File: src/rtl/image_border_padding_top_defines.svh
// ----------------------------------------------------------------------------
// image_border_padding_top_defines
// Assertion macros for the image border padding RTL, used by ibp_queue.
// ----------------------------------------------------------------------------
`ifndef IMAGE_BORDER_PADDING_TOP_DEFINES_SVH
`define IMAGE_BORDER_PADDING_TOP_DEFINES_SVH

`ifndef SYNTHESIS
`define IBP_ASSERT(lbl, prop) \
    lbl: assert property (@(posedge i_clk) disable iff (!i_rst_n) (prop)) \
        else $error("ibp assertion failed");
`define IBP_ASSERT_ALWAYS(lbl, prop) \
    lbl: assert property (@(posedge i_clk) (prop)) \
        else $error("ibp assertion failed");
`else
`define IBP_ASSERT(lbl, prop)
`define IBP_ASSERT_ALWAYS(lbl, prop)
`endif

`endif

File: src/rtl/ibp_pkg.sv
// ----------------------------------------------------------------------------
// ibp_pkg
// Constants, codes and shared types of the image border padding block.
// ----------------------------------------------------------------------------
package ibp_pkg;

    localparam int MAX_WIDTH   = 256;
    localparam int MAX_HEIGHT  = 256;
    localparam int PIXEL_BITS  = 8;
    localparam int QUEUE_DEPTH = 2;

    localparam int MAX_DIM   = (MAX_WIDTH > MAX_HEIGHT) ? MAX_WIDTH : MAX_HEIGHT;
    localparam int DIM_BITS  = $clog2(MAX_DIM + 1);
    localparam int K_BITS    = ((DIM_BITS > 10) ? DIM_BITS : 10) + 2;
    localparam int ADDR_BITS = (MAX_WIDTH * MAX_HEIGHT > 1) ?
                               $clog2(MAX_WIDTH * MAX_HEIGHT) : 1;

    localparam int SIZE_BITS     = 9;
    localparam int PAD_BITS      = 8;
    localparam int MODE_BITS     = 2;
    localparam int IDX_BITS      = 10;
    localparam int PIX_PORT_BITS = 8;
    localparam int CFG_IDX_BITS  = 3;
    localparam int CFG_DATA_BITS = 9;

    typedef enum logic [MODE_BITS-1:0] {
        MODE_CONSTANT  = 2'd0,
        MODE_REPLICATE = 2'd1,
        MODE_REFLECT   = 2'd2,
        MODE_WRAP      = 2'd3
    } t_mode;

    typedef enum logic [CFG_IDX_BITS-1:0] {
        REG_IMAGE_WIDTH  = 3'd0,
        REG_IMAGE_HEIGHT = 3'd1,
        REG_PAD_TOP      = 3'd2,
        REG_PAD_BOTTOM   = 3'd3,
        REG_PAD_LEFT     = 3'd4,
        REG_PAD_RIGHT    = 3'd5,
        REG_BORDER_MODE  = 3'd6
    } t_reg_idx;

    typedef enum logic {
        OP_LOAD = 1'b0,
        OP_READ = 1'b1
    } t_opcode;

    typedef struct packed {
        logic [SIZE_BITS-1:0] image_width;
        logic [SIZE_BITS-1:0] image_height;
        logic [PAD_BITS-1:0]  pad_top;
        logic [PAD_BITS-1:0]  pad_bottom;
        logic [PAD_BITS-1:0]  pad_left;
        logic [PAD_BITS-1:0]  pad_right;
        t_mode                border_mode;
    } t_cfg;

    typedef struct packed {
        logic                  is_read;
        logic                  zero;
        logic                  border;
        logic                  bad;
        logic [ADDR_BITS-1:0]  addr;
        logic [PIXEL_BITS-1:0] pixel;
    } t_cmd;

endpackage

File: src/rtl/ibp_cfg.sv
// ----------------------------------------------------------------------------
// ibp_cfg
// Configuration register file written through the valid/ready write channel.
// ----------------------------------------------------------------------------
module ibp_cfg (
    input  logic                               i_clk,
    input  logic                               i_rst_n,
    input  logic                               i_cfg_valid,
    output logic                               o_cfg_ready,
    input  logic [ibp_pkg::CFG_IDX_BITS-1:0]   i_cfg_index,
    input  logic [ibp_pkg::CFG_DATA_BITS-1:0]  i_cfg_data,
    output ibp_pkg::t_cfg                      o_cfg
);

    ibp_pkg::t_cfg r_cfg;
    ibp_pkg::t_cfg n_cfg;

    assign o_cfg_ready = 1'b1;
    assign o_cfg       = r_cfg;

    always_comb begin
        n_cfg = r_cfg;
        if (i_cfg_valid) begin
            unique case (ibp_pkg::t_reg_idx'(i_cfg_index))
                ibp_pkg::REG_IMAGE_WIDTH:  n_cfg.image_width  = i_cfg_data;
                ibp_pkg::REG_IMAGE_HEIGHT: n_cfg.image_height = i_cfg_data;
                ibp_pkg::REG_PAD_TOP:      n_cfg.pad_top      = i_cfg_data[ibp_pkg::PAD_BITS-1:0];
                ibp_pkg::REG_PAD_BOTTOM:   n_cfg.pad_bottom   = i_cfg_data[ibp_pkg::PAD_BITS-1:0];
                ibp_pkg::REG_PAD_LEFT:     n_cfg.pad_left     = i_cfg_data[ibp_pkg::PAD_BITS-1:0];
                ibp_pkg::REG_PAD_RIGHT:    n_cfg.pad_right    = i_cfg_data[ibp_pkg::PAD_BITS-1:0];
                ibp_pkg::REG_BORDER_MODE:
                    n_cfg.border_mode = ibp_pkg::t_mode'(i_cfg_data[ibp_pkg::MODE_BITS-1:0]);
                default: n_cfg = r_cfg;
            endcase
        end
    end

    always_ff @(posedge i_clk) begin
        if (!i_rst_n) begin
            r_cfg.image_width  <= ibp_pkg::SIZE_BITS'(256);
            r_cfg.image_height <= ibp_pkg::SIZE_BITS'(256);
            r_cfg.pad_top      <= '0;
            r_cfg.pad_bottom   <= '0;
            r_cfg.pad_left     <= '0;
            r_cfg.pad_right    <= '0;
            r_cfg.border_mode  <= ibp_pkg::MODE_CONSTANT;
        end else begin
            r_cfg <= n_cfg;
        end
    end

endmodule

File: config.mk
export PLATFORM = sky130hd
export DESIGN_NAME = ibp_cfg
export DESIGN_NICKNAME = d
export VERILOG_FILES = /design/src/rtl/image_border_padding_top_defines.svh /design/src/rtl/ibp_pkg.sv /design/src/rtl/ibp_cfg.sv
export SDC_FILE = /design/constraint.sdc
export NUM_CORES = 1
export LEC_CHECK = 0
export BUFFER_PORTS_ARGS = -buffer_cell sky130_fd_sc_hd__clkbuf_2
export CAP_MARGIN = 20
export CORE_ASPECT_RATIO = 0.5
export CORE_MARGIN = 1.5
export CORE_UTILIZATION = 41
export DETAILED_ROUTE_END_ITERATION = 8
export MAX_ROUTING_LAYER = met4
export PLACE_DENSITY = 0.75
export SYNTH_ARGS = -nofsm -noshare
export SYNTH_HDL_FRONTEND = slang
export SYNTH_SLANG_ARGS = --single-unit
File: constraint.sdc
create_clock -name i_clk -period 1.73 [get_ports i_clk]
set_input_delay 0.173 -clock i_clk [delete_from_list [all_inputs] [get_ports i_clk]]
set_output_delay 0.173 -clock i_clk [all_outputs]
set_load 0.02 [all_outputs]
==> flow_summary.yaml <==
setup_path:
  slowest_delay_ps: 790
  r2r_slack_ps: 1040
  worstReg2RegStart: "o_cfg[19]"
  cp.arrival_ps: 1300
  reg2regPathDepth: 2
  r2r_end: "o_cfg[19]"
  worstPathMaxFanout: 9
  path_class: "primary input to flop"
  cp_slowest_cell: "or4b_1"
  crit_chain: "clkbuf_2, or4b_1, mux2i_1"
  worstPathRequired_ps: 1900
  crit_path_end_kind: "flop"
  critPathLaunch: "i_cfg_index[0]"
  startpoint_type: "primary input"
route:
  drc: 0
  vias: 1491
  avgRoutedWirePerCell_microns: 13.59
  wl_microns: 4241
  ant_nets: 0
  drt-initial-drc-count: 55
  avgViaCountPerCell: 4.779
  firstDrtPassIters: 4
clock_tree:
  cts_htree_levels: 2
  clk_path_buf_depth: 2
  hold_buffers: 0
  cts_tree: "done"
  insertion_delay_ps: 300
  clkSlewWorstSetupHoldPaths_ps: 90
  cts_sinks: 52
  numCtsBuffers: 5
  post_cts_buffers: 0
  cts_resized: 0
  clock-root-buffer: "clkbuf_8"
cells_and_area:
  seq_area_sq_um: 1041
  mostFrequentLayoutCells: "clkbuf_2, nand2_1, mux2i_1, dfxtp_1, buf_4"
  fin_area_sq_um: 2446
  area_growth_pct: 26.05
  largest_reg_flops: 52
  diodes: 0
  nets: 269
  drive_gt1_share_pct: 32.16
  num-fill-cells: 412
  multi_input_area_sq_um: 835.8
  layout_commonest_cell: "clkbuf_2"
floorplanning:
  io_pins: 68
  dieWidth_microns: 100.3
  initial_core_util_pct: 43.45
  die_h_microns: 51.65
  row_count: 17
  dieArea_sq_um: 5180
  fp.coreArea_sq_um: 4467
placement:
  post-place-ws_ps: 298.1
  hpwl_microns: 3120
  routabilityCongestion: 0.7698
  dpl_cell_area_sq_um: 2338
  port-buffer-count: 66
global_routing:
  grt_overflow: 0
  grtUsageTotal_pct: 17.69
  antenna_found_initial: 0
  grt_pass1_wl_microns: 6734
  grt_pass1_vias: 1415
  grt_max_degree: 28
sta:
  fin_crit_ps: 1132
  final_min_period_over_clock_period_pct: 65.42
  finalWorstSetupSlack_ps: 598.3
  finalSetupViolCount: 0
  hold_violations: 0
  slew_violations: 0
  max_freq_ghz: 0.8836
  setup_tns_ps: 0
  finClkSkew_ps: 0
  rsz0062_at_grt: "no"
job:
  maxCapViolCount: 0
pwr:
  power_frac_comb_pct: 8.6
  p_switching_mw: 0.5156
  swShare_pct: 23.05
  power_leakage_nw: 1.320
  pwr-share-clk_pct: 36.2
  max-vdd-ir-drop_mv: 0.3471
  power_frac_seq_pct: 55.3
  p_int_mw: 1.721
  p_per_area_nw_per_um2: 914.4
yosys:
  synth_cells: 187
  synth_seq_cells: 52
  netlist_area_sq_um: 1941
  yosysSeqAreaShare_pct: 53.64
  synth_nets: 202
  avgSynthCellArea_sq_um: 10.38
  synth_warnings: 0
  ys_types: 13
min_path:
  min_path_type: "primary input to flop"
  hp-start: "i_cfg_data[8]"
  whs_path_depth: 3
  holdPathEnd: "o_cfg[51]"
status:
  status: "completed"
## cells in the mapped netlist
| library cell | n | share of area, % |
|---|---|---|
| nand2_1 | 58 | 11 |
| buf_2 | 5 | 1.3 |
| nor2b_1 | 3 | 0.97 |
| mux2i_1 | 52 | 27 |
| conb_1 | 1 | 0.19 |
| or4b_1 | 1 | 0.52 |
| nand4b_1 | 3 | 1.4 |
| buf_4 | 1 | 0.39 |
| nand4bb_1 | 2 | 1.2 |
| nor4bb_1 | 1 | 0.52 |
| dfxtp_1 | 52 | 54 |
| clkbuf_1 | 7 | 1.4 |
| buf_6 | 1 | 0.58 |
## cell type report
| type | instances | area share, % |
|---|---|---|
| Clock buffer | 6 | 2.967 |
| Clock inverter | 2 | 1.432 |
| Multi-Input combinational cell | 121 | 34.17 |
| Sequential cell | 52 | 42.56 |
| Tap cell | 57 | 2.916 |
| Timing Repair Buffer | 74 | 15.96 |
## worst max path at each step
stage / depth (start not counted) / to
floorplan: 3 / o_cfg[43]
global placement: 3 / o_cfg[48]
CTS: 3 / o_cfg[43]
finish: 3 / o_cfg[43]
global route: 3 / o_cfg[50]
detailed placement: 3 / o_cfg[48]
## logic make-up after synthesis
kind of cell	synth area share [%]
buffers and inverters	3.611
other	0.1932
AND/OR/NAND/NOR	15.73
multiplexers	26.82
flip-flops	53.64
## through the flow
stage | cells | util (%) | power (mW) | hold WS (ps)
2_1_floorplan | 187 | - | 1.383 | 343.1
3_3_place_gp | 304 | 52.35 | 1.450 | 441.5
3_5_place_dp | 304 | 52.35 | 1.456 | 451.2
4_1_cts | 312 | 54.76 | 2.250 | 153.1
5_1_grt | 312 | 54.76 | 2.317 | 155.3
6_report | 312 | 54.76 | 2.237 | 159.2
## power by group through the flow
| stage | combinational (mW) | sequential [mW] | clock [mW] |
|---|---|---|---|
| global route | 0.207 | 1.24 | 0.870 |
| floorplan | 0.0875 | 1.30 | 0 |
| detailed placement | 0.191 | 1.26 | 0 |
| global placement | 0.187 | 1.26 | 0 |
| CTS | 0.193 | 1.24 | 0.821 |
| finish | 0.191 | 1.24 | 0.809 |
## metal layers
metal  GRT usage (%)  vias to the layer above  share of wire (%)
li1                -                      753                  -
met2           29.59                       27                 50
met1           21.29                      706                 46
met3           3.898                        5                3.8
met4           7.042                        0               0.94
met5               -                        -                  0
## critical path, delay by kind of cell
family / cells / cell delay, ps
muxes: 1 / 200
and+or+nand+nor: 1 / 790
buffers and inverters: 1 / 130
Power figures use the tool's default switching activity.
