### src/rtl/image_border_padding_top_defines.svh
// ----------------------------------------------------------------------------
// image_border_padding_top_defines
// Assertion macros for the image border padding RTL, used by ibp_queue.
// ----------------------------------------------------------------------------
`ifndef IMAGE_BORDER_PADDING_TOP_DEFINES_SVH
`define IMAGE_BORDER_PADDING_TOP_DEFINES_SVH

`ifndef SYNTHESIS
`define IBP_ASSERT(lbl, prop) \
    lbl: assert property (@(posedge i_clk) disable iff (!i_rst_n) (prop)) \
        else $error("ibp assertion failed");
`define IBP_ASSERT_ALWAYS(lbl, prop) \
    lbl: assert property (@(posedge i_clk) (prop)) \
        else $error("ibp assertion failed");
`else
`define IBP_ASSERT(lbl, prop)
`define IBP_ASSERT_ALWAYS(lbl, prop)
`endif

`endif

### src/rtl/ibp_pkg.sv
// ----------------------------------------------------------------------------
// ibp_pkg
// Constants, codes and shared types of the image border padding block.
// ----------------------------------------------------------------------------
package ibp_pkg;

    localparam int MAX_WIDTH   = 256;
    localparam int MAX_HEIGHT  = 256;
    localparam int PIXEL_BITS  = 8;
    localparam int QUEUE_DEPTH = 2;

    localparam int MAX_DIM   = (MAX_WIDTH > MAX_HEIGHT) ? MAX_WIDTH : MAX_HEIGHT;
    localparam int DIM_BITS  = $clog2(MAX_DIM + 1);
    localparam int K_BITS    = ((DIM_BITS > 10) ? DIM_BITS : 10) + 2;
    localparam int ADDR_BITS = (MAX_WIDTH * MAX_HEIGHT > 1) ?
                               $clog2(MAX_WIDTH * MAX_HEIGHT) : 1;

    localparam int SIZE_BITS     = 9;
    localparam int PAD_BITS      = 8;
    localparam int MODE_BITS     = 2;
    localparam int IDX_BITS      = 10;
    localparam int PIX_PORT_BITS = 8;
    localparam int CFG_IDX_BITS  = 3;
    localparam int CFG_DATA_BITS = 9;

    typedef enum logic [MODE_BITS-1:0] {
        MODE_CONSTANT  = 2'd0,
        MODE_REPLICATE = 2'd1,
        MODE_REFLECT   = 2'd2,
        MODE_WRAP      = 2'd3
    } t_mode;

    typedef enum logic [CFG_IDX_BITS-1:0] {
        REG_IMAGE_WIDTH  = 3'd0,
        REG_IMAGE_HEIGHT = 3'd1,
        REG_PAD_TOP      = 3'd2,
        REG_PAD_BOTTOM   = 3'd3,
        REG_PAD_LEFT     = 3'd4,
        REG_PAD_RIGHT    = 3'd5,
        REG_BORDER_MODE  = 3'd6
    } t_reg_idx;

    typedef enum logic {
        OP_LOAD = 1'b0,
        OP_READ = 1'b1
    } t_opcode;

    typedef struct packed {
        logic [SIZE_BITS-1:0] image_width;
        logic [SIZE_BITS-1:0] image_height;
        logic [PAD_BITS-1:0]  pad_top;
        logic [PAD_BITS-1:0]  pad_bottom;
        logic [PAD_BITS-1:0]  pad_left;
        logic [PAD_BITS-1:0]  pad_right;
        t_mode                border_mode;
    } t_cfg;

    typedef struct packed {
        logic                  is_read;
        logic                  zero;
        logic                  border;
        logic                  bad;
        logic [ADDR_BITS-1:0]  addr;
        logic [PIXEL_BITS-1:0] pixel;
    } t_cmd;

endpackage

### src/rtl/ibp_queue.sv
// ----------------------------------------------------------------------------
// ibp_queue
// Short command queue between the classifying front and the store back end.
// ----------------------------------------------------------------------------
`include "image_border_padding_top_defines.svh"

module ibp_queue (
    input  logic           i_clk,
    input  logic           i_rst_n,
    input  logic           i_push,
    input  ibp_pkg::t_cmd  i_cmd,
    output logic           o_full,
    input  logic           i_pop,
    output ibp_pkg::t_cmd  o_cmd,
    output logic           o_empty
);

    localparam int DEPTH = ibp_pkg::QUEUE_DEPTH;
    localparam int PB    = (DEPTH > 1) ? $clog2(DEPTH) : 1;
    localparam int CB    = $clog2(DEPTH + 1);

    ibp_pkg::t_cmd r_entry [DEPTH];
    logic [PB-1:0] r_wr_ptr;
    logic [PB-1:0] r_rd_ptr;
    logic [CB-1:0] r_count;
    logic [PB-1:0] n_wr_ptr;
    logic [PB-1:0] n_rd_ptr;
    logic [CB-1:0] n_count;

    assign o_full  = (r_count == CB'(DEPTH));
    assign o_empty = (r_count == '0);
    assign o_cmd   = r_entry[r_rd_ptr];

    always_comb begin
        n_wr_ptr = r_wr_ptr;
        n_rd_ptr = r_rd_ptr;
        n_count  = r_count;
        if (i_push) begin
            n_wr_ptr = (r_wr_ptr == PB'(DEPTH - 1)) ? '0 : r_wr_ptr + PB'(1);
        end
        if (i_pop) begin
            n_rd_ptr = (r_rd_ptr == PB'(DEPTH - 1)) ? '0 : r_rd_ptr + PB'(1);
        end
        if (i_push && !i_pop) begin
            n_count = r_count + CB'(1);
        end else if (i_pop && !i_push) begin
            n_count = r_count - CB'(1);
        end
    end

    always_ff @(posedge i_clk) begin
        if (!i_rst_n) begin
            r_wr_ptr <= '0;
            r_rd_ptr <= '0;
            r_count  <= '0;
        end else begin
            r_wr_ptr <= n_wr_ptr;
            r_rd_ptr <= n_rd_ptr;
            r_count  <= n_count;
        end
    end

    always_ff @(posedge i_clk) begin
        if (i_push) begin
            r_entry[r_wr_ptr] <= i_cmd;
        end
    end

    `IBP_ASSERT(a_count_bound, r_count <= CB'(DEPTH))
    `IBP_ASSERT(a_no_push_full, i_push |-> !o_full)
    `IBP_ASSERT(a_no_pop_empty, i_pop |-> !o_empty)

endmodule

### config.mk
export PLATFORM = sky130hd
export DESIGN_NAME = ibp_queue
export DESIGN_NICKNAME = d
export VERILOG_FILES = /design/src/rtl/ibp_pkg.sv /design/src/rtl/ibp_queue.sv
export VERILOG_INCLUDE_DIRS = /design/src /design/src/rtl
export SDC_FILE = /design/constraint.sdc
export NUM_CORES = 1
export LEC_CHECK = 0
export ABC_AREA = 1
export BUFFER_PORTS_ARGS = -buffer_cell sky130_fd_sc_hd__buf_2
export CAP_MARGIN = 20
export CORE_MARGIN = 2
export CORE_UTILIZATION = 25
export CTS_BUF_LIST = sky130_fd_sc_hd__clkbuf_16
export DETAILED_ROUTE_END_ITERATION = 8
export PLACE_DENSITY = 0.44
export SLEW_MARGIN = 20
export SYNTH_ARGS = -nofsm -noshare
export SYNTH_HDL_FRONTEND = slang
export SYNTH_SLANG_ARGS = --single-unit
### constraint.sdc
create_clock -name i_clk -period 2.6 [get_ports i_clk]
set_input_delay 0.26 -clock i_clk [delete_from_list [all_inputs] [get_ports i_clk]]
set_output_delay 0.26 -clock i_clk [all_outputs]
set_load 0.005 [all_outputs]
==> results by group, run 1 <==
Outcome
  • Status: completed

Synthesis
  • Post-Syn Area per Cell: 19.3 um2
  • Synth Area in Simple Gates: 3.19%
  • Number of synthesized register bits: 61
  • Largest family of logic cells by synthesized area: multiplexers
  • Synthesized cell area: ~0.0024 mm2
  • Xor and xnor fraction of the mapped netlist area: 0%
  • Seq/Total Area, Yosys: roughly 76%
  • Synth cell types: 14
  • Synth Area in Compound Gates: less than 1%
  • Yosys warnings: 0
  • Gate count of the mapped netlist: 122
  • Syn nets: 155
  • Synth Area in Adders: 0.532%
  • Mux contribution to synthesized area: 16.6%

Final layout
  • N_diodes: 0
  • Layout cells sized above 1: 53.3%
  • Nets@finish: 228
  • Final cell count without fillers: 310
  • Number of fill cells: a little over 900
  • Synth-to-Final Area Change: 28.8%
  • Finished Core Util: 32.9%

Clock network
  • CTS tree: done
  • CTS buffer count: 9
  • Maximum clock insertion buffer count: 2
  • CTS H-tree lvls: 3
  • CTS root buf: clkbuf_16
  • CTS Sinks: 61
  • CTS Hold Bufs: 0
  • Worst-Skew Late Latency: 0.32 ns
  • CTS-repair resized insts: 0
  • Postcts setup bufs: 0
  • Worst-path clk slew: 0.05 ns

Floorplanning
  • Die ar.: 0.0102 mm2
  • IO Count: 62
  • Die boundary height: 101 um
  • Die width: 101 um
  • Core area: slightly above 0.009 mm2
  • # rows: 35
  • Initial Utilization: 25.6%

STA
  • Post-route minimum period: 1.97 ns
  • Setup Viol. Count Final: 0
  • Max-slew headroom: between 70% and 80%
  • Fmax: 507 MHz
  • Final Slew Violations: 0
  • Fin crit share: approximately three quarters
  • Setup Total Neg Slack: 0 ns
  • Final worst slack: 0.626 ns
  • RSZ-0062 raised after global routing: no
  • Slew @ Worst Pin: ~0.42 ns
  • Endpoints failing hold: 0
  • Final Skew: 0.00563 ns

GRT
  • Number of global-route vias before repair: approximately 1300
  • GR Overflow Total: 0
  • Global-route wire length before repair: 6160 um
  • Overall Global Routing Usage: 8.71%
  • Initial antenna violation count: 0
  • Largest net degree at the start of global routing: 29

Setup path
  • Setup CP Type: flip-flop to output pin
  • Register-to-Register Setup Slack: around 1.4 ns
  • Slowest-stage cell, CP: dfxtp_2
  • Top delay family on crit path: flip-flops
  • Worst path cell trace: buf_4, mux2_2, buf_2
  • Worst Setup Start Kind: flip-flop
  • WP data required: 2.34 ns
  • CP Max Fanout: 14
  • Worst R2R Start: r_wr_ptr
  • Max incr delay on CP: ~0.58 ns
  • Crit path buffers/inverters: 2
  • Signal arrival time at the worst endpoint: 1.71 ns
  • Nature of the critical path endpoint: output pin

Drt
  • Initial DRT Pass Iterations: 3
  • ANT nets after route: 0
  • Post-DR wirelength/cell: 13.3 um
  • Total number of vias: 1227
  • DRC: 0
  • DR iter-0 viols: 28
  • DR vias/cell: between 3 and 4
  • Routed wire length: 4120 um

Worst hold path
  • Hold crit path type: input port to flip-flop
  • Hold path start: i_cmd[15]

Job
  • Max-cap viol count: 0

Power
  • Maximum vdd drop: 260 uV
  • PwrDens: around 800 mW/mm2
  • Overall power: between 0.002 and 0.0025 W
  • LEAKAGE: 1.24 nW

Placement
  • RePlAce Congestion: 0.650
  • Post-Place Cells: 295
  • Post-Place Worst Slack: 0.901 ns
  • Buffers on Ports: 61
  • Detailed Place HPWL: 2700 um
report_power, final:
| group | switching, W | internal, W |
|---|---|---|
| registers | 0.0000213 | 0.00113 |
| logic | 0.0000911 | 0.000113 |
| clock network | 0.000375 | 0.000619 |
| total | 0.000487 | 0.00187 |
kinds of logic (layout without fill, tap and decap cells):
logic type      Yosys count  in the layout
compound gates            2              2
fa+ha+maj                 1              1
buf+inv                  11             88
flops                    61             61
mux                      28             28
simple gates             19             19
worst register-to-register path: cells and delay by family (launching register included):
kind | cells | cell delay, ns
buffers and inverters | 2 | 0.42
DFF | 1 | 0.35
and+or+nand+nor | 1 | 0.08
Yosys cell counts:
library cell / count / area share [%]
o21ai_0: 1 / 0.21
nand4_1: 1 / 0.27
nand3_1: 1 / 0.21
a21oi_1: 1 / 0.21
mux2_2: 8 / 3.8
buf_12: 2 / 1.7
buf_6: 1 / 0.48
mux2_4: 20 / 13
edfxtp_1: 56 / 72
nand2_1: 8 / 1.3
dfxtp_1: 5 / 4.3
inv_1: 8 / 1.3
nor2_1: 9 / 1.4
ha_1: 1 / 0.53
path summary, 6_finish.rpt:
kind                     to  cells after the start
min          r_entry[1][15]                      1
min reg2reg       flip-flop                      2
max               o_cmd[15]                      3
max reg2reg   r_entry[1][4]                      3
flip-flops by register name (all words and copies together), names as in the netlist, named ones only:
| register | flops |
|---|---|
| r_rd_ptr | 1 |
| r_wr_ptr | 1 |
| r_entry | 56 |
| r_count | 2 |
layout make-up:
cell class | count | area (um2) | area share [%]
Sequential cell | 61 | 1780 | 58.9
Clock inverter | 6 | 25.0 | 0.826
Clock buffer | 9 | 225 | 7.44
Multi-Input combinational cell | 50 | 490 | 16.2
Tap cell | 111 | 139 | 4.59
Inverter | 8 | 30.0 | 0.992
Timing Repair Buffer | 65 | 335 | 11.1
cells in the final DEF (no fill, tap or decap), types with 2 or more instances in the layout:
cell type / Yosys / final
edfxtp_1: 56 / 56
mux2_2: 8 / 8
buf_4: 0 / 4
dfxtp_1: 5 / 4
mux2_4: 20 / 20
clkinv_2: 0 / 2
clkbuf_16: 0 / 9
buf_2: 0 / 61
inv_1: 8 / 11
nand2_1: 8 / 8
nor2_1: 9 / 8
metrics by stage:
stage	cell area (um2)	hold slack, ns
4_1_cts	3030	0.112
3_3_place_gp	2780	0.450
2_1_floorplan	2350	0.359
5_1_grt	3030	0.109
3_5_place_dp	2780	0.452
6_report	3030	0.129
routing by layer:
layer | share of wire [%] | up-vias | global-route usage (%)
li1 | - | 598 | -
met1 | 46 | 583 | 10.4
met2 | 47 | 38 | 12.6
met3 | 4.7 | 8 | 3.12
met4 | 2.5 | 0 | 7.17
met5 | 0 | - | 0
No activity file was read; power rests on OpenSTA's default activity.
==> run 2, diff against run 1 <==
Settings changed: PLACE_DENSITY 0.44 to 0.45.
Clock period 2.6 ns to 1.62 ns, I/O delays scaled along.
==> run 2 against run 1 <==
Worst hold slack got worse by 0.10 ns. Sequential share of layout area down 2.0 points. Count of clock-buffer cells in the layout did not move. Register-to-register slack lost 0.93 ns. Non-clock buffer count unchanged. Global-route usage about the same. Routed wire length increased by 0.63%. Setup slack got worse by 0.54 ns. Clock power increased by 100%.
==> results by group, run 2 (same netlist as run 1, synthesis figures left out) <==
Outcome
  • Status: completed

STA
  • Final Skew: 0.00154 ns (-0.00408 ns)
  • RSZ-0062 raised after global routing: no
  • Post-route minimum period: 1.54 ns
  • Setup Viol. Count Final: 0 (unchanged)
  • Final Slew Violations: 0 (unchanged)
  • Fmax: approximately 650 MHz
  • Endpoints failing hold: 0 (unchanged)
  • Final worst slack: 0.0841 ns (-0.542 ns)
  • Fin crit share: 94.8%
  • Slew @ Worst Pin: 0.293 ns (-0.128 ns)
  • Setup Total Neg Slack: 0 ns (unchanged)
  • Max-slew headroom: 80.4% (+8.5 points)

Final layout
  • Multi-input combinational cell area: 495 um2 (+1.0%)
  • Number of fill cells: 918 (+0.66%)
  • Largest Register: r_entry
  • Biggest regs: r_entry x56, r_count x2
  • Final cell count without fillers: 311 (+0.32%)
  • Nets@finish: 228 (unchanged)
  • Most common cell after layout, fill and taps aside: buf_2
  • Sequential cell area: 0.00178 mm2 (unchanged)
  • N_diodes: 0 (unchanged)
  • Synth-to-Final Area Change: 33.4%
  • Max reg flops: 56 (unchanged)
  • Layout cells sized above 1: 55.0% (+1.7 points)
  • Fin area: 0.00314 mm2 (+3.6%)
  • Most frequent cells in the layout: buf_2, edfxtp_1, mux2_4, inv_1, clkbuf_16

Drt
  • Post-DR wirelength/cell: 13.3 um (+0.31%)
  • DR vias/cell: 4.04 (+2.0%)
  • DRC: 0 (unchanged)
  • Routed wire length: 4150 um (+0.63%)
  • DR iter-0 viols: 29 (+3.6%)
  • ANT nets after route: 0 (unchanged)
  • Initial DRT Pass Iterations: 4 (+1)
  • Total number of vias: 1255 (+2.3%)

Job
  • Max-cap viol count: 0 (unchanged)

Placement
  • DP Area: 0.00282 mm2 (+1.5%)
  • Post-Place Worst Slack: 0.402 ns (-0.500 ns)
  • Buffers on Ports: 61 (unchanged)
  • Detailed Place HPWL: 2680 um (-0.53%)
  • RePlAce Congestion: 0.611 (-6.0%)
  • Post-Place Cells: 295 (unchanged)

GRT
  • Largest net degree at the start of global routing: 29 (unchanged)
  • Overall Global Routing Usage: 8.76% (+0.043 points)
  • GR Overflow Total: 0 (unchanged)
  • Number of global-route vias before repair: 1226 (-2.2%)
  • Global-route wire length before repair: 6350 um (+3.1%)
  • Initial antenna violation count: 0 (unchanged)

Setup path
  • CP Capture Point: o_cmd[13]
  • FF-to-FF path depth: 2 (-1)
  • Nature of the critical path endpoint: output pin
  • Signal arrival time at the worst endpoint: 1.37 ns (-0.34 ns)
  • Worst path cell trace: buf_12, mux2_2, buf_2
  • Worst R2R End: r_entry[0][22]
  • Max incr delay on CP: 0.36 ns (-0.22 ns)
  • Register-to-Register Setup Slack: 0.46 ns (-0.93 ns)
  • Slowest-stage cell, CP: mux2_2
  • Worst R2R Start: r_wr_ptr
  • CP Max Fanout: 28 (+14)
  • WP data required: 1.46 ns (-0.88 ns)
  • Setup CP Type: flip-flop to output pin
  • Worst Setup Start Kind: flip-flop

Clock network
  • Maximum clock insertion buffer count: 2 (unchanged)
  • CTS-repair resized insts: 0 (unchanged)
  • Worst-path clk slew: 0.05 ns (about the same)
  • CTS buffer count: 9 (unchanged)
  • Postcts setup bufs: 0 (unchanged)
  • CTS tree: done
  • CTS H-tree lvls: 3 (unchanged)
  • CTS Sinks: 61 (unchanged)
  • CTS root buf: clkbuf_16
  • CTS Hold Bufs: 0 (unchanged)
  • Worst-Skew Late Latency: 0.32 ns (about the same)

Power
  • LEAKAGE: 1.27 nW (+2.7%)
  • PwrDens: 1340 mW/mm2 (+72%)
  • Maximum vdd drop: 511 uV (+97%)

Floorplanning
  • Die ar.: 0.0102 mm2 (unchanged)
  • Die width: 101 um (unchanged)
  • IO Count: 62 (unchanged)
  • Initial Utilization: 25.6% (unchanged)
  • Core area: 0.00920 mm2 (unchanged)
  • # rows: 35 (unchanged)
  • Die boundary height: 101 um (unchanged)

Worst hold path
  • Hold crit path type: input port to flip-flop
## run 2: changes by cell type in the layout (fill, tap and decap cells not counted), moves of 2 or more
cell	previous run	this run
buf_4	4	1
bufinv_16	0	2
buf_12	0	3
inv_1	11	9
## run 2: critical path, delay by kind of cell, from the launching register on
kind	cells	cell delay (ns)
buffers and inverters	2	0.36
muxes	1	0.36
DFF	1	0.33
## run 2: where the power goes
part / switching, W / leakage [nW] / total (W) / internal (W)
logic: 0.000160 / 0.547 / 0.000354 / 0.000194
registers: 0.0000251 / 0.568 / 0.00184 / 0.00182
clock network: 0.000659 / 0.157 / 0.00200 / 0.00134
total: 0.000844 / 1.27 / 0.00419 / 0.00335
## run 2: area by class of cell
| cell class | instances | share of cell area (%) |
|---|---|---|
| flip-flops and latches | 61 | 56.9 |
| multi-input cells | 50 | 15.8 |
| repair buffers | 65 | 11.9 |
| clock buffers | 9 | 7.18 |
| well taps | 111 | 4.43 |
| clock inverters | 7 | 2.87 |
| inverters | 8 | 0.958 |
## run 2: worst min-delay path by stage
stage	startpoint	to	slack (ns)	cells after the start
floorplan	i_cmd[0]	r_entry[0][0]	0.26	0
detailed placement	i_cmd[4]	r_entry[1][4]	0.35	1
global placement	i_cmd[26]	r_entry[1][26]	0.35	1
finish	i_cmd[26]	r_entry[1][26]	0.03	1
global route	i_cmd[4]	r_entry[0][4]	0.01	1
CTS	i_cmd[26]	r_entry[1][26]	0.01	1
## run 2: layer usage
| layer | wire [um] | vias to the layer above | part of all wire, % | GRT usage, % |
|---|---|---|---|---|
| met2 | 1920 | 46 | 46 | 13.4 |
| met1 | 1850 | 599 | 45 | 10.2 |
| met5 | 0 | - | 0 | 0 |
| met3 | 293 | 8 | 7.1 | 4.30 |
| met4 | 80 | 0 | 1.9 | 4.37 |
| li1 | - | 602 | - | - |
## run 2: per-stage QoR
stage	hold slack, ns	total power [W]	utilization (%)
4_1_cts	0.0100	0.00427	34.1
2_1_floorplan	0.261	0.00208	-
5_1_grt	0.0112	0.00437	34.1
6_report	0.0253	0.00419	34.1
3_3_place_gp	0.351	0.00224	30.7
3_5_place_dp	0.354	0.00224	30.7
