`src/rtl/image_border_padding_top_defines.svh`:
```
// ----------------------------------------------------------------------------
// image_border_padding_top_defines
// Assertion macros for the image border padding RTL, used by ibp_queue.
// ----------------------------------------------------------------------------
`ifndef IMAGE_BORDER_PADDING_TOP_DEFINES_SVH
`define IMAGE_BORDER_PADDING_TOP_DEFINES_SVH

`ifndef SYNTHESIS
`define IBP_ASSERT(lbl, prop) \
    lbl: assert property (@(posedge i_clk) disable iff (!i_rst_n) (prop)) \
        else $error("ibp assertion failed");
`define IBP_ASSERT_ALWAYS(lbl, prop) \
    lbl: assert property (@(posedge i_clk) (prop)) \
        else $error("ibp assertion failed");
`else
`define IBP_ASSERT(lbl, prop)
`define IBP_ASSERT_ALWAYS(lbl, prop)
`endif

`endif

```
`src/rtl/ibp_pkg.sv`:
```
// ----------------------------------------------------------------------------
// ibp_pkg
// Constants, codes and shared types of the image border padding block.
// ----------------------------------------------------------------------------
package ibp_pkg;

    localparam int MAX_WIDTH   = 256;
    localparam int MAX_HEIGHT  = 256;
    localparam int PIXEL_BITS  = 8;
    localparam int QUEUE_DEPTH = 2;

    localparam int MAX_DIM   = (MAX_WIDTH > MAX_HEIGHT) ? MAX_WIDTH : MAX_HEIGHT;
    localparam int DIM_BITS  = $clog2(MAX_DIM + 1);
    localparam int K_BITS    = ((DIM_BITS > 10) ? DIM_BITS : 10) + 2;
    localparam int ADDR_BITS = (MAX_WIDTH * MAX_HEIGHT > 1) ?
                               $clog2(MAX_WIDTH * MAX_HEIGHT) : 1;

    localparam int SIZE_BITS     = 9;
    localparam int PAD_BITS      = 8;
    localparam int MODE_BITS     = 2;
    localparam int IDX_BITS      = 10;
    localparam int PIX_PORT_BITS = 8;
    localparam int CFG_IDX_BITS  = 3;
    localparam int CFG_DATA_BITS = 9;

    typedef enum logic [MODE_BITS-1:0] {
        MODE_CONSTANT  = 2'd0,
        MODE_REPLICATE = 2'd1,
        MODE_REFLECT   = 2'd2,
        MODE_WRAP      = 2'd3
    } t_mode;

    typedef enum logic [CFG_IDX_BITS-1:0] {
        REG_IMAGE_WIDTH  = 3'd0,
        REG_IMAGE_HEIGHT = 3'd1,
        REG_PAD_TOP      = 3'd2,
        REG_PAD_BOTTOM   = 3'd3,
        REG_PAD_LEFT     = 3'd4,
        REG_PAD_RIGHT    = 3'd5,
        REG_BORDER_MODE  = 3'd6
    } t_reg_idx;

    typedef enum logic {
        OP_LOAD = 1'b0,
        OP_READ = 1'b1
    } t_opcode;

    typedef struct packed {
        logic [SIZE_BITS-1:0] image_width;
        logic [SIZE_BITS-1:0] image_height;
        logic [PAD_BITS-1:0]  pad_top;
        logic [PAD_BITS-1:0]  pad_bottom;
        logic [PAD_BITS-1:0]  pad_left;
        logic [PAD_BITS-1:0]  pad_right;
        t_mode                border_mode;
    } t_cfg;

    typedef struct packed {
        logic                  is_read;
        logic                  zero;
        logic                  border;
        logic                  bad;
        logic [ADDR_BITS-1:0]  addr;
        logic [PIXEL_BITS-1:0] pixel;
    } t_cmd;

endpackage

```
`src/rtl/ibp_front.sv`:
```
// ----------------------------------------------------------------------------
// ibp_front
// Accepts input beats, maps padded positions back into the source image and
// classifies each item into a store command.
// ----------------------------------------------------------------------------
module ibp_front (
    input  ibp_pkg::t_cfg                      i_cfg,
    input  logic                               i_in_valid,
    output logic                               o_in_stall,
    input  logic                               i_opcode,
    input  logic [ibp_pkg::IDX_BITS-1:0]       i_row,
    input  logic [ibp_pkg::IDX_BITS-1:0]       i_col,
    input  logic [ibp_pkg::PIX_PORT_BITS-1:0]  i_pixel_in,
    input  logic                               i_q_full,
    output logic                               o_push,
    output ibp_pkg::t_cmd                      o_cmd
);

    localparam int KB = ibp_pkg::K_BITS;
    localparam int DB = ibp_pkg::DIM_BITS;
    localparam int AB = ibp_pkg::ADDR_BITS;

    function automatic logic [DB-1:0] clamp_size(logic [ibp_pkg::SIZE_BITS-1:0] v, int maxv);
        logic [DB-1:0] res;
        if (v == '0) begin
            res = DB'(1);
        end else if (32'(v) > maxv) begin
            res = DB'(maxv);
        end else begin
            res = DB'(v);
        end
        return res;
    endfunction

    function automatic logic [DB-1:0] map_axis(logic signed [KB-1:0] k, logic [DB-1:0] n,
                                               ibp_pkg::t_mode mode);
        logic signed [KB-1:0] ns;
        logic signed [KB-1:0] m;
        ns = signed'(KB'(n));
        m  = k;
        if (k < 0) begin
            if (mode == ibp_pkg::MODE_REFLECT) begin
                m = -k - KB'(1);
            end else if (mode == ibp_pkg::MODE_WRAP) begin
                m = k + ns;
            end
        end else if (k >= ns) begin
            if (mode == ibp_pkg::MODE_REFLECT) begin
                m = (ns <<< 1) - k - KB'(1);
            end else if (mode == ibp_pkg::MODE_WRAP) begin
                m = k - ns;
            end
        end
        if (m < 0) begin
            m = '0;
        end
        if (m > ns - KB'(1)) begin
            m = ns - KB'(1);
        end
        return DB'(unsigned'(m));
    endfunction

    logic [DB-1:0]        w;
    logic [DB-1:0]        h;
    logic [KB-1:0]        row_u;
    logic [KB-1:0]        col_u;
    logic signed [KB-1:0] kr;
    logic signed [KB-1:0] kc;
    logic [DB-1:0]        mr;
    logic [DB-1:0]        mc;
    logic                 load_ok;
    logic                 bad;
    logic                 border;
    logic                 accept;

    always_comb begin
        w       = clamp_size(i_cfg.image_width, ibp_pkg::MAX_WIDTH);
        h       = clamp_size(i_cfg.image_height, ibp_pkg::MAX_HEIGHT);
        row_u   = KB'(i_row);
        col_u   = KB'(i_col);
        load_ok = (row_u < KB'(h)) && (col_u < KB'(w));
        bad     = (row_u >= KB'(h) + KB'(i_cfg.pad_top) + KB'(i_cfg.pad_bottom)) ||
                  (col_u >= KB'(w) + KB'(i_cfg.pad_left) + KB'(i_cfg.pad_right));
        kr      = signed'(row_u) - signed'(KB'(i_cfg.pad_top));
        kc      = signed'(col_u) - signed'(KB'(i_cfg.pad_left));
        border  = (kr < 0) || (kr >= signed'(KB'(h))) || (kc < 0) || (kc >= signed'(KB'(w)));
        mr      = map_axis(kr, h, i_cfg.border_mode);
        mc      = map_axis(kc, w, i_cfg.border_mode);

        o_cmd.pixel = ibp_pkg::PIXEL_BITS'(i_pixel_in);
        if (ibp_pkg::t_opcode'(i_opcode) == ibp_pkg::OP_READ) begin
            o_cmd.is_read = 1'b1;
            o_cmd.bad     = bad;
            o_cmd.border  = border || bad;
            o_cmd.zero    = bad || (border && i_cfg.border_mode == ibp_pkg::MODE_CONSTANT);
            o_cmd.addr    = AB'(mr) * AB'(ibp_pkg::MAX_WIDTH) + AB'(mc);
        end else begin
            o_cmd.is_read = 1'b0;
            o_cmd.bad     = 1'b0;
            o_cmd.border  = 1'b0;
            o_cmd.zero    = 1'b0;
            o_cmd.addr    = AB'(row_u) * AB'(ibp_pkg::MAX_WIDTH) + AB'(col_u);
        end
    end

    assign o_in_stall = i_q_full;
    assign accept     = i_in_valid && !i_q_full;
    assign o_push     = accept && (o_cmd.is_read || load_ok);

endmodule

```
`config.mk`:
```
export PLATFORM = sky130hd
export DESIGN_NAME = ibp_front
export DESIGN_NICKNAME = d
export VERILOG_FILES = /design/src/rtl/image_border_padding_top_defines.svh /design/src/rtl/ibp_pkg.sv /design/src/rtl/ibp_front.sv
export SDC_FILE = /design/constraint.sdc
export NUM_CORES = 1
export LEC_CHECK = 0
export BUFFER_PORTS_ARGS = -buffer_cell sky130_fd_sc_hd__buf_2
export CORE_MARGIN = 4
export CORE_UTILIZATION = 52
export DETAILED_ROUTE_END_ITERATION = 16
export GPL_TIMING_DRIVEN = 0
export PLACE_DENSITY_LB_ADDON = 0.15
export SYNTH_ARGS = -nofsm -noshare
export SYNTH_HDL_FRONTEND = slang
export SYNTH_SLANG_ARGS = --single-unit
export TNS_END_PERCENT = 100
```
`constraint.sdc`:
```
create_clock -name vclk -period 7.7
set_clock_uncertainty 0.2 [all_clocks]
set_input_delay 0.385 -clock vclk [all_inputs]
set_output_delay 0.385 -clock vclk [all_outputs]
set_load 0.01 [all_outputs]
```
==> summary.md, run 1 <==
| Metric | Value |
|---|---|
| Seq/Total Area, Yosys | 0% |
| Sequential cells | 0 |
| # DRC | 0 |
| Syn avg cell area | 7.18 um2 |
| Type of the worst setup path | in -> out |
| Met3 WL | 1.56 mm |
| Initial antenna violation count | 0 |
| Register Area | 0 um2 |
| Worst hold path type | in -> out |
| Area grow syn2layout | 21.9% |
| Max Cap Viol | 0 |
| Routed WL per cell | 19.3 um |
| Crit path arrival time | 6.90 ns |
| IO Port Bufs | 101 |
| Tmin final | 7.48 ns |
| Tightest Pin Transition | 0.758 ns |
| Setup WS pre-CTS | -1.21 ns |
| Global-route wire length before repair | 40.9 mm |
| Finish-stage setup viols | 0 |
| Slew HR | 49.5% |
| Total Wirelength | 26.4 mm |
| WL met1 | 10.8 mm |
| Overall Global Routing Usage | 30.4% |
| Nets | 1450 |
| DRT Pass-1 Iters | 7 |
| Fill count | 1316 |
| Max stage delay on crit path | 0.41 ns |
| Vias in the first global route | 8032 |
| Die Y | 129 um |
| Pins Over Slew Limit | 0 |
| Die footprint | 16600 um2 |
| Core area | 14100 um2 |
| # clk buffers | 0 |
| Final ANT Viol Nets | 0 |
| Leak | 0.00433 uW |
| Initial Utilization | 53.9% |
| Post-Place Cells | 1340 |
| Overall power | 1530 uW |
| CP endpoint kind | primary output |
| YS warnings | 0 |
| Netlist cell types | 79 |
| Pwr Density | 165 nW/um2 |
| Vias/cell | 6.17 |
| Ant diodes | 0 |
| Largest net degree at the start of global routing | 11 |
| Top sig layer | met4 |
| Fmax | 134 MHz |
| Met2 WL post-DR | 12.3 mm |
| Syn Inst Count | 1058 |
| Layout Cells excl Fill | 1369 |
| Hold-critical path depth | 2 |
| Outcome | finished, final reports clean |
| Std-Cell Rows | 43 |
| Ports | 113 |
| Placed Area | 8330 um2 |
| Via count | 8448 |
| Share of post-route cells with drive strength above 1 | 22.8% |
| Final GP Congestion | 0.989 |
| HPWL Detailed | 21.6 mm |
| Fin. Hold Viols | 0 |
| CP max stage cell | ha_1 |
| Die width | 129 um |
| Worst Path Required | 7.11 ns |
| Mapped Area | 7590 um2 |
| Total grt overflow | 0 |
| Critical-path maximum fanout | 8 |
| Hold path start | i_opcode |
| Final period util | 97.2% |
| Area of the multi-input gates | 7670 um2 |
| Setup ws final | 0.217 ns |
| Drt first-iter violations | 595 |
| Final Cell Area | 9260 um2 |
| Hold path endpoint | o_cmd[27] |
| Type of origin of the critical path | primary input |
| Critical Path Most Common Cell | ha_1 |
| IR drop worst, VDD | 0.0000691 V |
cells by family after synthesis:
group,share of synthesized area (%)
fa+ha+maj,31.7
mux,0.824
buf+inv,7.97
other cells,0.0494
compound gates,31.4
simple gates,20.7
xor+xnor,7.38
Yosys cell counts (6+ instances only):
master | instances | share of area, %
o221ai_1 | 7 | 0.81
xor2_1 | 16 | 1.8
o21a_1 | 35 | 3.5
o211ai_1 | 8 | 0.79
clkbuf_1 | 29 | 1.4
and3_1 | 8 | 0.66
buf_4 | 10 | 0.99
nand2_1 | 66 | 3.3
or2_2 | 9 | 0.74
a31oi_1 | 10 | 0.82
o21bai_1 | 16 | 1.6
a21boi_0 | 9 | 0.89
inv_1 | 101 | 5.0
o21ai_0 | 68 | 4.5
a21o_1 | 17 | 1.7
or3_1 | 9 | 0.74
fa_1 | 27 | 7.1
a22oi_1 | 6 | 0.59
nand4_1 | 14 | 1.2
o22ai_1 | 10 | 0.82
ha_1 | 149 | 25
nor4_1 | 12 | 0.99
nor3_1 | 24 | 1.6
nor2b_1 | 25 | 2.1
nand2b_1 | 17 | 1.4
xnor2_1 | 48 | 5.5
nand3_1 | 12 | 0.79
nor2_1 | 92 | 4.5
a211oi_1 | 11 | 1.1
o31ai_1 | 13 | 1.3
a21oi_1 | 78 | 5.1
cell usage in the layout (no fill, tap or decap), types with 10 or more instances in the layout:
cell      synthesis  final
o21a_1           35     35
ha_4              0     10
inv_1           101     95
nor2b_1          25     25
nor3_1           24     20
ha_1            149    133
nor2_1           92     90
nand4_1          14     14
nand2b_1         17     17
o21bai_1         16     15
nand3_1          12     10
nand2_1          66     63
o31ai_1          13     11
a21o_1           17     17
buf_4            10     46
o21ai_0          68     59
xnor2_1          48     38
xnor2_2           0     10
xor2_1           16     13
buf_2             1    101
fa_1             27     25
a21oi_1          78     71
clkbuf_1         29     23
layer usage:
metal | vias to the layer above | track usage [%]
met5 | - | 0
met4 | 0 | 15.3
met3 | 103 | 1.54
met2 | 367 | 52.9
met1 | 3852 | 37.9
li1 | 4126 | -
critical path, delay by kind of cell:
family                   cells  cell delay [ns]
XOR/XNOR                     1             0.20
adder cells (fa/ha/maj)      4             1.24
AO/OA/AOI/OAI               10             2.00
buffers and inverters        4             0.73
AND/OR/NAND/NOR             13             2.29
report_power, final:
group          internal (uW)  total (uW)  switching [uW]
sequential                 0           0               0
clock                      0           0               0
combinational            668        1530             859
worst max path at each step:
stage	slack [ns]	start	to	cells past startpoint
6_report	0.22	i_row[3]	o_cmd[22]	32
3_3_place_gp	-1.27	i_col[0]	o_cmd[22]	38
5_1_grt	-0.05	i_row[3]	o_cmd[22]	32
3_5_place_dp	-1.21	i_col[0]	o_cmd[22]	38
4_1_cts	0.04	i_col[0]	o_cmd[22]	40
2_1_floorplan	0.31	i_col[0]	o_cmd[22]	37
layout make-up:
type | instances | area share, %
buffer | 38 | 2.11
timing repair buffer | 137 | 8.38
tap | 180 | 2.43
inverter | 102 | 4.23
multi-input combinational | 912 | 82.8
stage by stage:
stage | utilization (%) | TNS (ns) | hold WS [ns]
global route | 65.7 | -0.0971 | 0.759
finish | 65.7 | 0 | 0.754
detailed placement | 59.1 | -8.33 | 0.756
global placement | 59.1 | -8.87 | 0.756
CTS | 62.3 | 0 | 0.756
floorplan | - | 0 | 0.662
repair_timing:
item	CTS	global route
endpoints found under the setup margin	16	8
gates resized for setup	71	64
setup buffers	21	15
pin swaps	19	35
hold buffers	0	0
Power figures use the tool's default switching activity.
==> inputs of run 2 (changes only) <==
- CORE_MARGIN: 4 -> unset
==> run 2 against run 1 <==
Compared with the run above: power shrank 2.1%; non-clock buffer count is 2 higher; worst setup slack worse by 0.013 ns; utilization about the same; combinational power about the same; global-route usage grew 3.1 points; flip-flop and latch count unchanged; sequential share of layout area is the same; worst hold slack got worse by 0.00080 ns; die area fell by 9.1%; final area fell by 0.34%; critical path depth rose by 6; highest routed layer unchanged.
==> summary.md, run 2 (same netlist as run 1, synthesis figures left out) <==
| Metric | Value |
|---|---|
| Outcome | finished, final reports clean |
| Critical-path maximum fanout | 11 (+3) |
| Initial Utilization | 54.1% (+0.21 points) |
| DRT Pass-1 Iters | 7 (unchanged) |
| Type of origin of the critical path | primary input |
| Die Y | 123 um (-4.7%) |
| Final GP Congestion | 1.04 (+4.9%) |
| Sequential cells | 0 (unchanged) |
| Largest net degree at the start of global routing | 11 (unchanged) |
| Slew HR | 53.3% (+3.8 points) |
| Max Cap Viol | 0 (unchanged) |
| Fmax | 133 MHz (-0.18%) |
| Finish-stage setup viols | 0 (unchanged) |
| Ports | 113 (unchanged) |
| Total grt overflow | 0 (unchanged) |
| Tightest Pin Transition | 0.701 ns (-0.0569 ns) |
| Final period util | 97.4% (+0.17 points) |
| Ant diodes | 0 (unchanged) |
| Routed WL per cell | 18.9 um (-2.1%) |
| Pwr Density | 162 nW/um2 (-1.8%) |
| HPWL Detailed | 21.1 mm (-2.3%) |
| Nets | 1452 (+0.14%) |
| Vias in the first global route | 7858 (-2.2%) |
| Register Area | 0 um2 (unchanged) |
| Type of the worst setup path | in -> out |
| IR drop worst, VDD | 0.0000811 V (+17%) |
| Worst Path Required | 7.11 ns (about the same) |
| Area grow syn2layout | 21.5% |
| Std-Cell Rows | 43 (unchanged) |
| Initial antenna violation count | 0 (unchanged) |
| Leak | 0.00435 uW (+0.61%) |
| Hold-critical path depth | 2 (unchanged) |
| Pins Over Slew Limit | 0 (unchanged) |
| Placed Area | 8330 um2 (unchanged) |
| Final Cell Area | 9230 um2 (-0.34%) |
| Die footprint | 15100 um2 (-9.1%) |
| Commonest non-fill, non-tap cell in the layout | ha_1 |
| Max stage delay on crit path | 0.36 ns (-0.05 ns) |
| Via count | 8516 (+0.80%) |
| Overall Global Routing Usage | 33.5% (+3.1 points) |
| Share of post-route cells with drive strength above 1 | 23.0% (+0.21 points) |
| Final ANT Viol Nets | 0 (unchanged) |
| Vias/cell | 6.21 (+0.66%) |
| Crit path arrival time | 6.91 ns (about the same) |
| # DRC | 0 (unchanged) |
| Total Wirelength | 25.9 mm (-1.9%) |
| # clk buffers | 0 (unchanged) |
| CP endpoint kind | primary output |
| Worst Setup SP | i_col[0] |
| Global-route wire length before repair | 39.5 mm (-3.6%) |
| IO Port Bufs | 101 (unchanged) |
| Die width | 123 um (-4.7%) |
| CP max stage cell | or3_4 |
| Tmin final | 7.50 ns (+0.0134 ns) |
| Commonest cells after routing, fill and taps aside | 135 x ha_1, 99 x buf_2, 93 x inv_1, 89 x nor2_1, 70 x a21oi_1 |
| Setup WS pre-CTS | -1.19 ns (+0.0199 ns) |
| Hold_ws | 0.753 ns (-0.000804 ns) |
| Setup ws final | 0.204 ns (-0.0134 ns) |
| Core area | 14000 um2 (-0.38%) |
| Hold path endpoint | o_cmd[0] |
| Hold path start | i_pixel_in[0] |
| Worst hold path type | in -> out |
| Drt first-iter violations | 704 (+18%) |
| Fin. Hold Viols | 0 (unchanged) |
==> run 2: metal layers <==
layer / routed length [um] / GRT usage (%) / vias to the layer above
li1: - / - / 4134
met1: 10700 / 40.8 / 3920
met2: 12000 / 56.3 / 371
met3: 1450 / 2.09 / 91
met4: 1770 / 22.7 / 0
met5: 0 / 0 / -
==> run 2: cell type report <==
type | instances | area [um2]
Buffer | 36 | 181
Fill cell | 1300 | 4820
Inverter | 102 | 388
Multi-Input combinational cell | 912 | 7620
Tap cell | 180 | 225
Timing Repair Buffer | 141 | 815
==> run 2: power breakdown <==
part / switching, uW / total [uW] / internal (uW)
Sequential: 0 / 0 / 0
Combinational: 839 / 1500 / 656
Clock: 0 / 0 / 0
==> run 2: per-stage QoR <==
step / util, % / power (uW) / TNS, ns / instances
detailed placement: 59.3 / 1250 / -8.08 / 1340
finish: 65.7 / 1500 / 0 / 1371
global route: 65.7 / 1630 / -0.00852 / 1371
CTS: 62.6 / 1350 / 0 / 1359
floorplan: - / 930 / 0 / 1059
global placement: 59.3 / 1240 / -8.21 / 1340
==> run 2: worst max-delay path by stage <==
stage	to	cells past startpoint	slack (ns)
after global routing	o_cmd[22]	33	-0.009
after floorplan	o_cmd[22]	37	0.31
after CTS	o_cmd[22]	33	0.006
final	o_cmd[22]	38	0.20
after detailed placement	o_cmd[22]	39	-1.19
after global placement	o_cmd[22]	30	-1.26
==> run 2: worst max-delay path, delay by kind of cell <==
kind	cells	cell delay, ns
AO/OA/AOI/OAI	17	3.16
adder cells (fa/ha/maj)	6	1.26
buffers and inverters	7	0.89
AND/OR/NAND/NOR	8	1.20
==> run 2: repair_timing <==
| item | in CTS | in global routing |
|---|---|---|
| setup endpoints to repair | 16 | 8 |
| pin swaps | 19 | 42 |
| hold buffers | 0 | 0 |
| setup buffers | 22 | 19 |
| gates resized for setup | 69 | 65 |
| cloned | 0 | 0 |
==> inputs of run 3 (changes only) <==
- RECOVER_POWER: unset -> 100
- REMOVE_ABC_BUFFERS: unset -> 1
==> run 3 against run 2 <==
Compared with the run above: worst hold slack got worse by 0.18 ns; critical path type unchanged; global-route usage decreased by 1.6 points; largest cell class unchanged; final area decreased by 5.6%; highest routed layer unchanged.
==> summary.md, run 3 (same netlist as run 1, synthesis figures left out) <==
| Metric | Value |
|---|---|
| Routed WL per cell | 18.5 um (-1.7%) |
| Slew HR | 3.66% (-50 points) |
| Vias in the first global route | 7674 (-2.3%) |
| Global-route wire length before repair | 37.8 mm (-4.3%) |
| Setup ws final | 0.168 ns (-0.0353 ns) |
| Largest net degree at the start of global routing | 38 (+27) |
| Hold_ws | 0.570 ns (-0.183 ns) |
| Final GP Congestion | 0.955 (-7.9%) |
| Area of the multi-input gates | 7410 um2 (-2.6%) |
| Area grow syn2layout | 14.7% |
| Ports | 113 (unchanged) |
| Pins Over Slew Limit | 0 (unchanged) |
| Sequential cells | 0 (unchanged) |
| Std-Cell Rows | 43 (unchanged) |
| Fin. Hold Viols | 0 (unchanged) |
| Vias/cell | 6.28 (+1.0%) |
| Register Area | 0 um2 (unchanged) |
| # DRC | 0 (unchanged) |
| Commonest cells after routing, fill and taps aside | 142 x ha_1, 96 x inv_1, 91 x nor2_1, 85 x buf_2, 71 x a21oi_1 |
| Crit path arrival time | 6.95 ns (+0.04 ns) |
| Setup WS pre-CTS | -1.23 ns (-0.0405 ns) |
| Final period util | 97.8% (+0.46 points) |
| IO Port Bufs | 97 (-4.0%) |
| Worst Setup SP | i_row[3] |
| Die footprint | 15100 um2 (unchanged) |
| Fmax | 133 MHz (-0.47%) |
| Share of post-route cells with drive strength above 1 | 18.9% (-4.1 points) |
| # clk buffers | 0 (unchanged) |
| Type of the worst setup path | in -> out |
| Type of origin of the critical path | primary input |
| Setup TNS | 0 ns (unchanged) |
| Max Cap Viol | 0 (unchanged) |
| Final Core Density | 62.0% (-3.7 points) |
| HPWL Detailed | 19.7 mm (-6.3%) |
| Pwr Density | 162 nW/um2 (-0.34%) |
| Core area | 14000 um2 (unchanged) |
| Total grt overflow | 0 (unchanged) |
| Ant diodes | 0 (unchanged) |
| Commonest non-fill, non-tap cell in the layout | ha_1 |
| Finish-stage setup viols | 0 (unchanged) |
| CP endpoint kind | primary output |
| Drt first-iter violations | 684 (-2.8%) |
| CP max stage cell | or3_4 |
| Hold path start | i_pixel_in[0] |
| Final ANT Viol Nets | 0 (unchanged) |
| Initial Utilization | 54.1% (unchanged) |
| Max stage delay on crit path | 0.41 ns (+0.05 ns) |
| Tightest Pin Transition | 1.44 ns (+0.737 ns) |
| Tmin final | 7.53 ns (+0.0354 ns) |
| Die width | 123 um (unchanged) |
| Leak | 0.00413 uW (-5.1%) |
| Outcome | finished, final reports clean |
| Nets | 1401 (-3.5%) |
| Via count | 8285 (-2.7%) |
| Critical-path maximum fanout | 8 (-3) |
| Fill count | 1310 (+0.77%) |
| Total Wirelength | 24.5 mm (-5.3%) |
| Die Y | 123 um (unchanged) |
| Overall Global Routing Usage | 31.8% (-1.6 points) |
| Initial antenna violation count | 0 (unchanged) |
| DRT Pass-1 Iters | 5 (-2) |
| Worst hold path type | in -> out |
| Worst Path Required | 7.11 ns (about the same) |
| IR drop worst, VDD | 0.0000828 V (+2.1%) |
-- run 3: cell type report --
class / instances / share of cell area (%)
timing repair buffer: 126 / 7.91
tap: 180 / 2.59
multi-input combinational: 912 / 85.1
inverter: 102 / 4.39
-- run 3: path summary, 6_finish.rpt --
path,endpoint,slack (ns),cells after the start
setup / recovery,o_cmd[23],0.17,29
hold / removal,o_cmd[0],0.57,0
-- run 3: critical path, delay by kind of cell --
kind | cells | cell delay (ns)
XOR/XNOR | 2 | 0.31
AND/OR/NAND/NOR | 9 | 1.97
AO/OA/AOI/OAI | 11 | 2.55
buffers and inverters | 3 | 0.47
multiplexers | 1 | 0.18
adder cells (fa/ha/maj) | 3 | 1.08
-- run 3: power breakdown --
group          internal (uW)  total (uW)  switching, uW
registers                  0           0              0
clock network              0           0              0
logic                    602        1410            805
total                    602        1410            805
-- run 3: per-stage QoR --
stage | cell area [um2] | instances | power (uW)
6_report | 8710 | 1320 | 1410
5_1_grt | 8710 | 1320 | 1550
4_1_cts | 8360 | 1304 | 1290
3_5_place_dp | 8090 | 1291 | 1220
3_3_place_gp | 8090 | 1291 | 1210
2_1_floorplan | 7370 | 1014 | 908
-- run 3: routing by layer --
metal	wire length, um	part of all wire [%]	track usage (%)
met1	10100	41	38.8
met2	11200	46	54.7
met3	1500	6.1	1.49
met4	1640	6.7	20.1
met5	0	0	0
-- run 3: timing repair --
action,in CTS,in global routing
hold buffers,0,0
setup buffers,13,16
pin swaps,10,27
gates resized for setup,40,58
endpoints found under the setup margin,16,7
